[config.mk]
export PLATFORM = sky130hd
export DESIGN_NAME = rob_cmp
export DESIGN_NICKNAME = d
export VERILOG_FILES = /design/src/rtl/core/rob_pkg.sv /design/src/rtl/core/rob_cmp.sv
export SDC_FILE = /design/constraint.sdc
export NUM_CORES = 1
export LEC_CHECK = 0
export BUFFER_PORTS_ARGS = -buffer_cell sky130_fd_sc_hd__buf_2
export CAP_MARGIN = 20
export CORE_MARGIN = 4
export CORE_UTILIZATION = 55
export DETAILED_ROUTE_END_ITERATION = 12
export PLACE_DENSITY = 0.85
export SYNTH_ARGS = -nofsm -noshare
export SYNTH_HDL_FRONTEND = slang
export SYNTH_SLANG_ARGS = --single-unit
[constraint.sdc]
create_clock -name vclk -period 4.8
set_input_delay 0 -clock vclk [all_inputs]
set_output_delay 0 -clock vclk [all_outputs]
set_load 0.005 [all_outputs]
[src/rtl/core/rob_pkg.sv]
// ----------------------------------------------------------------------------
// rob_pkg: shared types and codes of the RTP reorder buffer
// Result kinds, register indexes, slot record layout and compare unit codes.
// ----------------------------------------------------------------------------
package rob_pkg;

    typedef enum logic [1:0] {
        KIND_PACKET = 2'd0,
        KIND_GAP    = 2'd1,
        KIND_DROP   = 2'd2
    } t_kind;

    localparam logic [1:0] CFG_WAIT   = 2'd0;
    localparam logic [1:0] CFG_IDLE   = 2'd1;
    localparam logic [1:0] CFG_WINDOW = 2'd2;

    // Marker history: known zero, known one, unknown after a gap.
    localparam logic [1:0] PMS_ZERO    = 2'd0;
    localparam logic [1:0] PMS_ONE     = 2'd1;
    localparam logic [1:0] PMS_UNKNOWN = 2'd2;

    typedef enum logic {
        CMP_LATER   = 1'b0,
        CMP_EXCEEDS = 1'b1
    } t_cmp_op;

    typedef struct packed {
        logic [15:0] seq;
        logic        marker;
        logic [31:0] media_time;
        logic [15:0] handle;
        logic [15:0] length;
        logic [31:0] deadline;
    } t_slot;

    typedef struct packed {
        t_kind       kind;
        logic [15:0] seq;
        logic        marker;
        logic [31:0] media_time;
        logic [15:0] handle;
        logic [15:0] length;
    } t_result;

endpackage

[src/rtl/core/rob_cmp.sv]
// ----------------------------------------------------------------------------
// rob_cmp: shared wrap-aware time compare unit
// Answers either "a is strictly later than b" or "a - b exceeds limit".
// ----------------------------------------------------------------------------
module rob_cmp (
    input  rob_pkg::t_cmp_op i_op,
    input  logic [31:0]      i_a,
    input  logic [31:0]      i_b,
    input  logic [15:0]      i_limit,
    output logic             o_hit
);
    import rob_pkg::*;

    logic [31:0] diff;

    assign diff = i_a - i_b;

    always_comb begin
        unique case (i_op)
            CMP_LATER:   o_hit = (diff != 32'd0) && !diff[31];
            CMP_EXCEEDS: o_hit = diff > {16'd0, i_limit};
            default:     o_hit = 1'b0;
        endcase
    end
endmodule

==> flow_summary.ini <==
[floorplanning]
die_width_um = 77.76
rows = 25
dieHeight_um = 77.76
floorplan.initialDensity_pct = 56.66
die_area_um2 = 6046
core_um2 = 4723
ios = 82

[cells_and_area]
fin_nets = 598
multi_input_area_um2 = 2359
nFillCells = 440
fin_cells = 534
syn_to_final_growth_pct = 16.13
clkbuf_count = 0
final_common_cell = buf_2
seq_cell_count = 0
drive_gt1_share_pct = 19.70
seq_area_um2 = 0
final_cell_mix = buf_2 (82), inv_1 (68), ha_1 (47)
insertedDiodeCount = 0

[placed_design]
hpwl_um = 6064
placed_cells = 534
port-buffer-count = 82
gp_congestion = 0.9203

[timing]
finalCriticalPeriod_ns = 4.172
hold_viol_final = 0
slew_viol_final = 0
clock.fmax_mhz = 239.7
slew_headroom_pct = 66.53
fin_tns_setup_ns = 0
setup_viol = 0
holdWs_ns = 0.4268
fin_crit_sh_pct = 86.91
rsz0062_at_grt = no
worstMarginPinSlew_ns = 0.4969

[route]
drtAntennaViolNets = 0
wl_um = 7155
drtPass1Iterations = 5
drtIter0Drc = 174
vias = 3146
wire_per_inst_um = 13.40
viasPerCell = 5.891
drc = 0

[global_route]
grt_first_pass_wirelength_um = 12200
grt_overflow = 0
grt_pass1_vias = 2877
antenna_found_initial = 0
grt_max_degree = 11
grt_use_total_pct = 22.97

[pwr]
ir_drop_mv = 0.06222
leakagePower_nw = 1.634
cellPowerDensity_nw_per_um2 = 134.5

[worst_setup_path]
cp.required_ns = 4.80
path_class = in -> out
cp_max_fo = 4
endpoint_kind = output port
start_kind = primary input
cp.arrival_ns = 4.17

[clock_network]
hold_buffers = 0
post_cts_resize_count = 0
post_cts_buffers = 0

[outcome]
outcome = complete, no violations

[yosys]
syn_inst = 396
synth-seq-area-share_pct = 0
synth_cell_type_count = 64
syn_area_um2 = 2676
yosysWarnings = 0
synthesis.nets = 525
syn_avg_cell_area_um2 = 6.758

[flow_run]
cap_violations = 0

[hold_path]
hold_path.class = in -> out
[where the power goes]
part	switching [W]	total, W	internal, W
registers	0	0	0
logic	0.000237	0.000418	0.000181
clock network	0	0	0
total	0.000237	0.000418	0.000181
[cell type report]
cell class,instances,share of cell area (%)
inverters,68,8.213
multi-input cells,317,75.89
well taps,67,2.697
repair buffers,82,13.20
[stage by stage]
stage               worst slack (ns)  instance area, µm²  total power, W  util, %
floorplan                      1.172                2676       0.0003089        -
global placement              0.7161                3108       0.0003984    65.80
detailed placement            0.6594                3108       0.0004088    65.80
CTS                           0.6381                3108       0.0004115    65.80
global route                  0.3024                3108       0.0004702    65.80
finish                        0.6283                3108       0.0004180    65.80
[synth_stat cells (2+ instances only)]
library cell / instances / area [µm²]
inv_1: 68 / 255.2
ha_1: 47 / 588.1
a21oi_1: 35 / 175.2
nand2_1: 25 / 93.84
nor2_1: 21 / 78.83
o21ai_0: 15 / 75.07
nand3_1: 12 / 60.06
and3_1: 11 / 68.82
xnor2_1: 10 / 87.58
nand4_1: 9 / 56.30
a21o_1: 8 / 60.06
a211oi_1: 7 / 52.55
a31oi_1: 7 / 43.79
and2_1: 7 / 43.79
nor3_1: 7 / 35.03
o21bai_1: 7 / 52.55
buf_2: 5 / 25.02
o21a_1: 5 / 37.54
o21ai_1: 5 / 25.02
o221ai_1: 5 / 43.79
xor2_1: 5 / 43.79
clkbuf_1: 4 / 15.01
o211ai_1: 4 / 30.03
o31ai_1: 4 / 30.03
a211o_1: 3 / 26.28
a21boi_0: 3 / 22.52
a221o_1: 3 / 30.03
a41oi_1: 3 / 26.28
mux2i_1: 3 / 30.03
nor2b_1: 3 / 18.77
o2111ai_1: 3 / 26.28
a2111oi_0: 2 / 17.52
a311oi_1: 2 / 17.52
buf_6: 2 / 22.52
nand2b_1: 2 / 12.51
nand3b_1: 2 / 15.01
nor3b_1: 2 / 15.01
nor4_1: 2 / 12.51
nor4b_1: 2 / 17.52
nor4b_2: 2 / 30.03
[path summary, 6_finish.rpt]
check             startpoint     to  slack [ns]  depth (start not counted)
setup / recovery      i_a[0]  o_hit        0.63                         21
hold / removal          i_op  o_hit        0.43                          4
[logic make-up after synthesis]
kind of cell               share of synthesized area (%)
and+or+nand+nor                                    22.16
buffers and inverters                              11.87
adders and majority gates                          22.72
AOI/OAI and AO/OA                                  37.21
muxes                                              1.122
xor gates and xnor gates                           4.909
[per-layer routing]
layer / up-vias / track usage [%] / wire (µm)
li1: 1611 / - / -
met1: 1423 / 32.24 / 3347
met2: 106 / 39.30 / 3241
met3: 6 / 1.856 / 510
met4: 0 / 2.135 / 56
met5: - / 0 / 0
[critical path, stage by stage]
cell       delay [ns]
buf_2            0.10
inv_1            0.04
ha_1             0.16
inv_1            0.05
fa_1             0.39
a21o_1           0.23
a221o_1          0.40
a32o_1           0.24
a21oi_1          0.17
ha_1             0.27
nand4_1          0.10
nor2_1           0.07
a2111o_1         0.35
o31a_1           0.24
nor3_1           0.19
nand4_1          0.14
a2111oi_2        0.30
nand4_1          0.12
nor4_1           0.30
a41oi_1          0.16
buf_2            0.16
No activity file was read; power rests on OpenSTA's default activity.
