$ cat src/rtl/core/rob_pkg.sv
// ----------------------------------------------------------------------------
// rob_pkg: shared types and codes of the RTP reorder buffer
// Result kinds, register indexes, slot record layout and compare unit codes.
// ----------------------------------------------------------------------------
package rob_pkg;

    typedef enum logic [1:0] {
        KIND_PACKET = 2'd0,
        KIND_GAP    = 2'd1,
        KIND_DROP   = 2'd2
    } t_kind;

    localparam logic [1:0] CFG_WAIT   = 2'd0;
    localparam logic [1:0] CFG_IDLE   = 2'd1;
    localparam logic [1:0] CFG_WINDOW = 2'd2;

    // Marker history: known zero, known one, unknown after a gap.
    localparam logic [1:0] PMS_ZERO    = 2'd0;
    localparam logic [1:0] PMS_ONE     = 2'd1;
    localparam logic [1:0] PMS_UNKNOWN = 2'd2;

    typedef enum logic {
        CMP_LATER   = 1'b0,
        CMP_EXCEEDS = 1'b1
    } t_cmp_op;

    typedef struct packed {
        logic [15:0] seq;
        logic        marker;
        logic [31:0] media_time;
        logic [15:0] handle;
        logic [15:0] length;
        logic [31:0] deadline;
    } t_slot;

    typedef struct packed {
        t_kind       kind;
        logic [15:0] seq;
        logic        marker;
        logic [31:0] media_time;
        logic [15:0] handle;
        logic [15:0] length;
    } t_result;

endpackage

$ cat src/rtl/core/rob_out.sv
// ----------------------------------------------------------------------------
// rob_out: result holding stage
// Holds the latest result back by one so the final one can carry the
// last-of-run flag when the item finishes.
// ----------------------------------------------------------------------------
module rob_out (
    input  logic             i_clk,
    input  logic             i_rst_n,
    input  logic             i_push,
    input  rob_pkg::t_result i_res,
    input  logic             i_flush,
    output logic             o_valid,
    output rob_pkg::t_result o_res,
    output logic             o_last
);
    import rob_pkg::*;

    logic    r_valid, r_pend_v, r_last;
    t_result r_pend, r_out;

    always_ff @(posedge i_clk) begin
        if (!i_rst_n) begin
            r_valid  <= 1'b0;
            r_pend_v <= 1'b0;
        end else begin
            r_valid <= 1'b0;
            if (i_push) begin
                r_valid  <= r_pend_v;
                r_pend_v <= 1'b1;
            end else if (i_flush && r_pend_v) begin
                r_valid  <= 1'b1;
                r_pend_v <= 1'b0;
            end
        end
    end

    always_ff @(posedge i_clk) begin
        if (i_push) begin
            r_pend <= i_res;
            r_out  <= r_pend;
            r_last <= 1'b0;
        end else if (i_flush) begin
            r_out  <= r_pend;
            r_last <= 1'b1;
        end
    end

    assign o_valid = r_valid;
    assign o_res   = r_out;
    assign o_last  = r_last;
endmodule

$ cat config.mk
export PLATFORM = sky130hd
export DESIGN_NAME = rob_out
export DESIGN_NICKNAME = d
export VERILOG_FILES = /design/src/rtl/core/rob_pkg.sv /design/src/rtl/core/rob_out.sv
export SDC_FILE = /design/constraint.sdc
export NUM_CORES = 1
export LEC_CHECK = 0
export ABC_AREA = 1
export BUFFER_PORTS_ARGS = -buffer_cell sky130_fd_sc_hd__buf_2
export CAP_MARGIN = 0
export CORE_ASPECT_RATIO = 1.5
export CORE_MARGIN = 8
export CORE_UTILIZATION = 49
export CTS_BUF_LIST = sky130_fd_sc_hd__clkbuf_4 sky130_fd_sc_hd__clkbuf_8 sky130_fd_sc_hd__clkbuf_16
export DETAILED_ROUTE_END_ITERATION = 7
export PLACE_DENSITY = 0.78
export SLEW_MARGIN = 10
export SYNTH_ARGS = -nofsm -noshare
export SYNTH_HDL_FRONTEND = slang
export SYNTH_SLANG_ARGS = --single-unit
$ cat constraint.sdc
create_clock -name i_clk -period 2.6 [get_ports i_clk]
set_input_delay 0.26 -clock i_clk [delete_from_list [all_inputs] [get_ports i_clk]]
set_output_delay 0.26 -clock i_clk [all_outputs]
set_load 0.03 [all_outputs]
==> impl_metrics.json <==
{
  "status": "completed",
  "hold_class": "in2reg",
  "die_area_um2": 14000,
  "ys_warn_count": 0,
  "yosysTopAreaCell": "edfxtp_1",
  "hpwlAfterDp_um": 6660,
  "cts_made_buffers": 17,
  "vias_per_cell": 4.62,
  "synth_top_area_frac": 0.981,
  "ys_seq_area_frac": 0.992,
  "critPathLaunch": "o_res[7]",
  "p_clk_frac": 0.374,
  "p_int_mw": 4.74,
  "grt_pass1_wl_um": 13200,
  "critPathCaptureType": "primary output",
  "whs_endpoint": "r_pend[27]",
  "antenna_found_initial": 2,
  "layout.nets": 461,
  "io_buffers": 171,
  "wl_per_cell_um": 18.2,
  "core_area_um2": 10100,
  "cts.sinks": 169,
  "synth_cells": 179,
  "ys.flop_type": "edfxtp_1",
  "power_mw": 6.16,
  "synth.area.top_cells": "edfxtp_1 (98%), dfxtp_1 (1.2%), nor2_1 (0.30%)",
  "cp_num_buf_inv": 1,
  "tns_ns": 0,
  "grt_max_degree": 86,
  "setup_ws_ns": 1.33,
  "finalClockSkew_ns": 0.00557,
  "ys_ff_latch": 169,
  "vias": 2332,
  "area_growth_pct": 31.8,
  "r2r_cells": 0,
  "grt_util_all_layers": 0.131,
  "switchingPower_mw": 1.43,
  "place_ws_ns": 0.990,
  "cts_hold_buf": 0,
  "fmax_mhz": 790,
  "cts_setup_buffers": 0,
  "synth.cell_area_um2": 5080,
  "syn_avg_cell_area_um2": 28.4,
  "pwr-share-seq": 0.540,
  "required_ns": 2.34,
  "syn-num-nets": 266,
  "min_period_ns": 1.27,
  "hold_viol": 0,
  "crit_chain": "buf_2",
  "drt-total-wl_um": 9190,
  "whs_path_depth": 1,
  "fp.dieH_um": 141,
  "fillers": 697,
  "critPathKind": "reg2out",
  "drive_gt1_frac": 0.535,
  "path_max_fanout": 1,
  "p_per_area_nw_per_um2": 920,
  "grt_overflow": 0,
  "hold_start": "i_res[27]",
  "r2r-end": "o_res[52]",
  "rsz0062_at_grt": "no",
  "ctsHtreeMaxLevel": 4,
  "grt_pass1_vias": 2499,
  "post-route-period-util": 0.487,
  "clkTransAtPathRegs_ns": 0.06,
  "firstDrtPassIters": 4,
  "cp_top_family": "flip-flops",
  "async_reset_ff_frac": 0,
  "num_io_pins": 172,
  "maxCapViolations": 0,
  "drc": 0,
  "slew_headroom": 0.301,
  "gp_congestion": 0.669,
  "rrSetupSlack_ns": 1.93,
  "synth_commonest_cells": "edfxtp_1 (166), nor2_1 (4), dfxtp_1 (3), nand2_1 (3), inv_1 (2)",
  "crit_slowest_cell": "edfxtp_1",
  "vdd_drop_max_mv": 0.514,
  "cp-start-kind": "register",
  "tritoncts": "done",
  "row_count": 45,
  "synth_edf_count": 166,
  "setup_violations": 0,
  "rr_startpoint": "r_pend[52]",
  "clk_latency_ns": 0.40,
  "cts_resized": 0,
  "max_slew.worst_pin.slew_ns": 1.05,
  "p_leak_nw": 2.68,
  "power_frac_comb": 0.086,
  "initial_core_util": 0.502,
  "drtAntennaViolNets": 0,
  "critical_path_arrival_ns": 1.01,
  "die_x_um": 99.2,
  "cts_max_path_buffers": 2,
  "synth_most_common_cell": "edfxtp_1",
  "switching_share": 0.231,
  "drt_iter0_drc": 82,
  "report.final.slew_viol_count": 0,
  "max_stage_delay_ns": 0.40,
  "root_buffer": "clkbuf_16",
  "synth_cell_types": 6
}
==> state kept, by name, indices dropped and copies added, names as in the netlist <==
register,cells
o_last,1
o_res,83
r_pend_v,1
r_pend,83
o_valid,1
==> cell usage in the layout (no fill, tap or decap), drive strengths merged <==
| cell | n |
|---|---|
| buf | 174 |
| edfxtp | 166 |
| clkbuf | 18 |
| clkinv | 7 |
| inv | 5 |
| nor2 | 4 |
| nand2 | 3 |
| clkinvlp | 3 |
| dfxtp | 3 |
| dlygate4sd3 | 2 |
| diode | 1 |
| nand3 | 1 |
| bufinv | 1 |
==> cells by family (layout without fill, tap and decap cells) <==
family	Yosys count	count (layout)	synth area share
DFF	169	169	0.992
and+or+nand+nor	8	8	0.00615
buffers and inverters	2	210	0.00148
other	0	1	0
==> stage by stage <==
stage	utilization	cell area [um2]	instances	hold slack, ns
floorplan	-	5080	179	0.332
global placement	0.604	6120	470	0.400
detailed placement	0.604	6120	470	0.405
CTS	0.659	6680	502	0.00449
global route	0.661	6700	504	0.00226
finish	0.661	6700	505	0.0252
==> final cells by class <==
class                           count  area [um2]  area share
Tap cell                          117         146      0.0218
Antenna cell                        1        2.50    0.000373
Multi-Input combinational cell      8        31.3     0.00467
Clock inverter                     14         121      0.0181
Clock buffer                       18         433      0.0646
Timing Repair Buffer              176         913       0.136
Sequential cell                   169        5040       0.753
Inverter                            2        8.76     0.00131
==> routing by layer <==
metal | vias to the layer above | GRT usage | share of wire
met3 | 18 | 0.0695 | 0.087
met4 | 4 | 0.0745 | 0.027
met2 | 109 | 0.225 | 0.54
li1 | 1111 | - | -
met5 | - | 0 | 0.0026
met1 | 1090 | 0.120 | 0.34
==> worst max path at each step <==
stage | depth (start not counted) | endpoint
after CTS | 1 | o_res[7]
after floorplan | 2 | o_res[0]
final | 1 | o_res[7]
after global routing | 1 | o_res[7]
after detailed placement | 4 | o_res[20]
after global placement | 2 | r_pend[21]
==> power by group through the flow <==
stage	registers [mW]	logic [mW]	clock network, mW
floorplan	3.65	0.0209	0
global placement	3.37	0.530	0
detailed placement	3.39	0.538	0
CTS	3.33	0.538	2.35
global route	3.35	0.556	2.46
finish	3.33	0.532	2.30
No activity file was read; power rests on OpenSTA's default activity.
