`src/rtl/core/rob_ram.sv`:
```
// ----------------------------------------------------------------------------
// rob_ram: generic single-port-write, single-port-read RAM
// One write and one registered read per cycle.
// ----------------------------------------------------------------------------
module rob_ram #(
    parameter int W = 8,
    parameter int D = 32,
    localparam int AW = (D > 1) ? $clog2(D) : 1
) (
    input  logic          i_clk,
    input  logic          i_we,
    input  logic [AW-1:0] i_waddr,
    input  logic [W-1:0]  i_wdata,
    input  logic [AW-1:0] i_raddr,
    output logic [W-1:0]  o_rdata
);
    logic [W-1:0] r_mem [D];
    logic [W-1:0] r_rdata;

    always_ff @(posedge i_clk) begin
        if (i_we) begin
            r_mem[i_waddr] <= i_wdata;
        end
        r_rdata <= r_mem[i_raddr];
    end

    assign o_rdata = r_rdata;
endmodule

```
`config.mk`:
```
export PLATFORM = sky130hd
export DESIGN_NAME = rob_ram
export DESIGN_NICKNAME = d
export VERILOG_FILES = /design/src/rtl/core/rob_ram.sv
export SDC_FILE = /design/constraint.sdc
export NUM_CORES = 1
export LEC_CHECK = 0
export BUFFER_PORTS_ARGS = -buffer_cell sky130_fd_sc_hd__buf_2
export CAP_MARGIN = 40
export CORE_UTILIZATION = 55
export CTS_CLUSTER_SIZE = 16
export DETAILED_ROUTE_END_ITERATION = 8
export PLACE_DENSITY = 0.85
export SYNTH_ARGS = -nofsm -noshare
export SYNTH_HDL_FRONTEND = slang
export SYNTH_SLANG_ARGS = --single-unit
```
`constraint.sdc`:
```
create_clock -name i_clk -period 2.1 [get_ports i_clk]
set_clock_uncertainty 0.2 [all_clocks]
set_input_delay 0.21 -clock i_clk [delete_from_list [all_inputs] [get_ports i_clk]]
set_output_delay 0.21 -clock i_clk [all_outputs]
set_load 0.05 [all_outputs]
```
==> results of run 1 <==
[cells in the mapped netlist]
library cell	number
edfxtp_1	256
mux4_2	80
nor2_1	33
dfxtp_1	8
mux2_2	8
buf_1	6
buf_4	6
clkbuf_1	6
nand3b_1	5
or3b_2	3
nand3_1	2
buf_2	1
buf_6	1
nand2_1	1
or3_1	1
[through the flow]
step,utilization,setup slack (ns),hold slack [ns],std cells
after global routing,0.646,0.0260,0.0503,742
after floorplan,-,0.00445,0.109,417
final,0.646,0.0608,0.0292,742
after CTS,0.646,0.0558,0.00207,742
after detailed placement,0.599,-0.221,0.455,694
after global placement,0.599,-0.219,0.462,694
[report_power, final]
part	leakage, µW	internal (µW)	switching (µW)
clock network	0.000398	2630	1900
logic	0.000954	263	385
registers	0.00237	5860	35.0
total	0.00373	8750	2320
[cell type report]
class                      instances  area share
clock inverter                    15      0.0135
multi-input combinational        133       0.181
clock buffer                      31      0.0576
tap                              229      0.0247
timing repair buffer              70      0.0466
sequential                       264       0.677
[sequential cells by signal (all words and copies together), names as in the netlist]
register,cells
o_rdata,8
r_mem,256
[how the worst max path moves through the flow]
stage	from	endpoint	slack [ns]	depth (start not counted)
2_1_floorplan	i_raddr[1]	o_rdata[0]$_DFF_P_	0.004	4
3_3_place_gp	i_raddr[0]	o_rdata[5]$_DFF_P_	-0.22	5
3_5_place_dp	i_raddr[0]	o_rdata[5]$_DFF_P_	-0.22	5
4_1_cts	r_mem[23][7]$_DFFE_PP_	o_rdata[7]$_DFF_P_	0.06	3
5_1_grt	r_mem[21][3]$_DFFE_PP_	o_rdata[3]$_DFF_P_	0.03	3
6_report	r_mem[23][1]$_DFFE_PP_	o_rdata[1]$_DFF_P_	0.06	3
[routing by layer]
metal	vias up	wire [µm]
li1	1930	-
met3	34	1900
met2	299	10900
met1	2555	8540
met4	2	410
met5	-	9
[cells by family after synthesis]
group / synth area share
buffers and inverters: 0.0106
AND/OR/NAND/NOR: 0.0207
flip-flops: 0.781
multiplexers: 0.188
[what timing repair did]
| item | 4_1_cts | 5_1_grt |
|---|---|---|
| hold buffers | 2 | 0 |
| buffers inserted | 0 | 0 |
| endpoints found under the hold margin | 9 | 0 |
[placed cells by master, fill, tap and decap left out, drive strengths merged]
cell type and n:
buf 68, clkinvlp 2, clkinv 9, mux4 80, or3b 3, nand3b 5, nand2 1, dfxtp 8
nor2 33, mux2 8, bufinv 3, or3 1, clkbuf 31, nand3 2, inv 1, edfxtp 256
dlygate4sd3 2
[worst max-delay path: stages, from the launching register on]
cell	delay, ns
edfxtp_1	0.35
mux4_2	0.55
mux4_2	0.54
mux2_2	0.28
==> run summary, run 1 <==
Area contributors post-synth - edfxtp_1 76%, mux4_2 18%, dfxtp_1 1.6%
vias in the first global route - 4,754
Worst Hold Launch - i_waddr[2]
failing checks - DRC
final WL - 21.7 mm
antenna diode count - 0
initial antenna violation count - 1
r2r setup slk - 0.06 ns
post-synthesis net count - 437
total gr overflow - 0
layer with the highest usage - met2
final-layout fill cell count - 1,086
Worst EP arrival - 2.24 ns
HPWL after detailed placement - 13.2 mm
max-slew violations - 0
Longest Clk Path Bufs - 3
Distinct cells, synth - 15
# Max-Cap Violations - 0
fin area - 0.0116 mm²
All-Layer GR Usage - 0.244
crit path launch type - register
Syn Inst Count - 417
share of the synthesized area in the top cell type - 0.765
per-cell routed wire length - 29.3 µm
GPL Wtd Cong - 0.782
largest net degree at the start of global routing - 33
Hold Crit Class - in -> reg
worst hold path depth - 3
R2R cell count - 3
min Tclk post-route - 2.04 ns
Worst Setup End Kind - register
Initial Utilization - 0.560
run status - finished with violations
register area share after synthesis - 0.781
Critical R2R Capture - o_rdata[1]$_DFF_P_
CTS H-tree lvls - 1
setup_tns - 0 ns
CTS sink count - 264
fin crit share - 0.971
area post-placement - 0.0108 mm²
GR Layer Usage met3 - 0.0386
Worst VDD drop - 0.628 mV
Final Setup Violations - 0
WS Path Type - reg -> reg
Antenna Nets Post-Route - 0
met2 GRT Util - 0.396
io pins - 28
die width - 137 µm
FP Rows - 49
Die ar. - 0.0188 mm²
TritonCTS clock tree - built
Iter 0 DRT Violations - 636
sequential cell area - 0.00785 mm²
share of cells above drive strength 1 - 0.382
clk_lat worst skew - 0.52 ns
Slew @ Worst Pin - 0.676 ns
Initial DRT Pass Iterations - 7
Post-Syn Area per Cell - 24.1 µm²
Static Leak - 0.00373 µW
clock root buffer - clkbuf_16
crit path max fanout - 1
area grow syn2layout - 15.4%
die height - 137 µm
GR Util met1 - 0.353
core area - 0.0180 mm²
number of vias per cell - 6.50
Yosys warnings - 0
Slew HR - 0.549
global-route wire length before repair - 31.7 mm
final hold vios - 0
Post-CTS Resized - 0
CTS Buf Count - 25
RSZ-0062 raised after global routing - false
reg2reg start - r_mem[23][1]$_DFFE_PP_
PortBufs - 27
Seq cells post-synth - 264
DR vias - 4,820
CP required - 2.30 ns
area of the multi-input gates - 0.00210 mm²
area leader, netlist - edfxtp_1
Final Net Count - 514
Syn Std Cell Area - 0.0101 mm²
pwr/cell area - 954 mW/mm²
DRC Markers - 2
fmax - 0.490 GHz
Tot Pwr - 11,100 µW
Reg clk slew, reported paths - 0.06 ns
Hold EP - r_mem[28][1]$_DFFE_PP_
Note: power is estimated with default switching activity, not from simulation.
==> run 2: changes to the inputs <==
Settings changed: RECOVER_POWER set to 25.
==> run summary, run 2 (synthesis results as in run 1) <==
die height - 137 µm (unchanged)
crit path launch type - register
Worst EP arrival - 2.24 ns (about the same)
largest net degree at the start of global routing - 33 (unchanged)
Hold Crit Class - in -> reg
final-layout fill cell count - 1,087 (+0.092%)
Die ar. - 0.0188 mm² (unchanged)
pwr/cell area - 955 mW/mm² (+0.11%)
Worst Setup End Kind - register
# Max-Cap Violations - 1 (+1)
most common cell after layout, fill and taps aside - edfxtp_1
CTS sink count - 264 (unchanged)
Post-CTS Resized - 0 (unchanged)
clock root buffer - clkbuf_16
clk_lat worst skew - 0.52 ns (about the same)
fmax - 0.491 GHz (+0.19%)
CP required - 2.31 ns (about the same)
final hold vios - 0 (unchanged)
Reg clk slew, reported paths - 0.06 ns (about the same)
non-filler instance count after layout - 742 (unchanged)
RSZ-0062 raised after global routing - false
CTS Hold Bufs - 2 (unchanged)
per-cell routed wire length - 29.3 µm (about the same)
GPL Wtd Cong - 0.782 (unchanged)
HPWL after detailed placement - 13.2 mm (unchanged)
area grow syn2layout - 15.3% (about the same)
failing checks - DRC, capacitance limit, slew limit
CTS Buf Count - 25 (unchanged)
All-Layer GR Usage - 0.244 (unchanged)
Placed Cells - 694 (unchanged)
min Tclk post-route - 2.04 ns (-0.00379 ns)
Longest Clk Path Bufs - 3 (unchanged)
total gr overflow - 0 (unchanged)
fin crit share - 0.969 (-0.00181)
number of vias per cell - 6.53 (+0.50%)
Reg with most FFs - r_mem
share of cells above drive strength 1 - 0.370 (-0.0117)
die width - 137 µm (unchanged)
DRC Markers - 2 (unchanged)
DR vias - 4,844 (+0.50%)
Worst VDD drop - 0.628 mV (about the same)
global-route wire length before repair - 31.7 mm (unchanged)
most frequent cells in the layout - 256 x edfxtp_1, 80 x mux4_2, 36 x buf_4, 33 x nor2_1, 25 x clkbuf_16
io pins - 28 (unchanged)
Final Setup Violations - 0 (unchanged)
run status - finished with violations
FP Rows - 49 (unchanged)
Slew HR - -0.0135 (-0.563)
vias in the first global route - 4,754 (unchanged)
antenna diode count - 0 (unchanged)
core area - 0.0180 mm² (unchanged)
sequential cell area - 0.00785 mm² (unchanged)
area post-placement - 0.0108 mm² (unchanged)
initial antenna violation count - 1 (unchanged)
Slew @ Worst Pin - 1.52 ns (+0.844 ns)
Antenna Nets Post-Route - 0 (unchanged)
WS Path Type - reg -> reg
Initial DRT Pass Iterations - 7 (unchanged)
CTS H-tree lvls - 1 (unchanged)
Final Net Count - 514 (unchanged)
max-slew violations - 33 (+33)
final WL - 21.7 mm (about the same)
area of the multi-input gates - 0.00210 mm² (unchanged)
fin area - 0.0116 mm² (about the same)
Iter 0 DRT Violations - 642 (+0.94%)
PortBufs - 27 (unchanged)
crit path max fanout - 1 (unchanged)
max FFs per register - 256 (unchanged)
postcts setup bufs - 0 (unchanged)
Initial Utilization - 0.560 (unchanged)
TritonCTS clock tree - built
Static Leak - 0.00371 µW (-0.44%)
==> run 2: area by class of cell <==
type | count | area share
multi-input cells | 133 | 0.181
well taps | 229 | 0.0247
clock buffers | 31 | 0.0576
clock inverters | 15 | 0.0135
flip-flops and latches | 264 | 0.677
repair buffers | 70 | 0.0460
==> run 2: critical path: stages, from the launching register on <==
cell      delay, ns
edfxtp_1       0.35
mux4_2         0.55
mux4_2         0.54
mux2_2         0.28
==> run 2: final timing paths <==
check	from	endpoint	slack, ns	depth (start not counted)
setup / recovery	r_mem[23][1]$_DFFE_PP_	o_rdata[1]$_DFF_P_	0.06	3
hold / removal	i_waddr[2]	r_mem[28][1]$_DFFE_PP_	0.03	3
setup reg to reg	r_mem[23][1]$_DFFE_PP_	o_rdata[1]$_DFF_P_	0.06	3
hold reg to reg	r_mem[30][2]$_DFFE_PP_	o_rdata[2]$_DFF_P_	0.70	3
==> run 2: where the power goes <==
| part | leakage (µW) | total, µW | switching [µW] | internal (µW) |
|---|---|---|---|---|
| clock | 0.000398 | 4530 | 1900 | 2630 |
| combinational | 0.000937 | 646 | 385 | 261 |
| sequential | 0.00237 | 5900 | 34.9 | 5860 |
| total | 0.00371 | 11100 | 2320 | 8750 |
==> run 2: per-layer routing <==
metal  wire length (µm)  GRT usage  part of all wire
met2              10900      0.396              0.50
met5                  9          0           0.00041
met4                405     0.0635             0.019
met3               1880     0.0386             0.087
met1               8530      0.353              0.39
==> run 2: stage by stage <==
step                      worst slack [ns]  utilization  TNS [ns]  total power, µW  hold WS (ns)
after floorplan                    0.00445            -         0             6380         0.109
after global placement              -0.219        0.599     -1.53             6620         0.462
after detailed placement            -0.221        0.599     -1.54             6650         0.455
after CTS                           0.0558        0.646         0            11100       0.00207
after global routing                0.0260        0.645         0            11300        0.0603
final                               0.0646        0.645         0            11100        0.0252
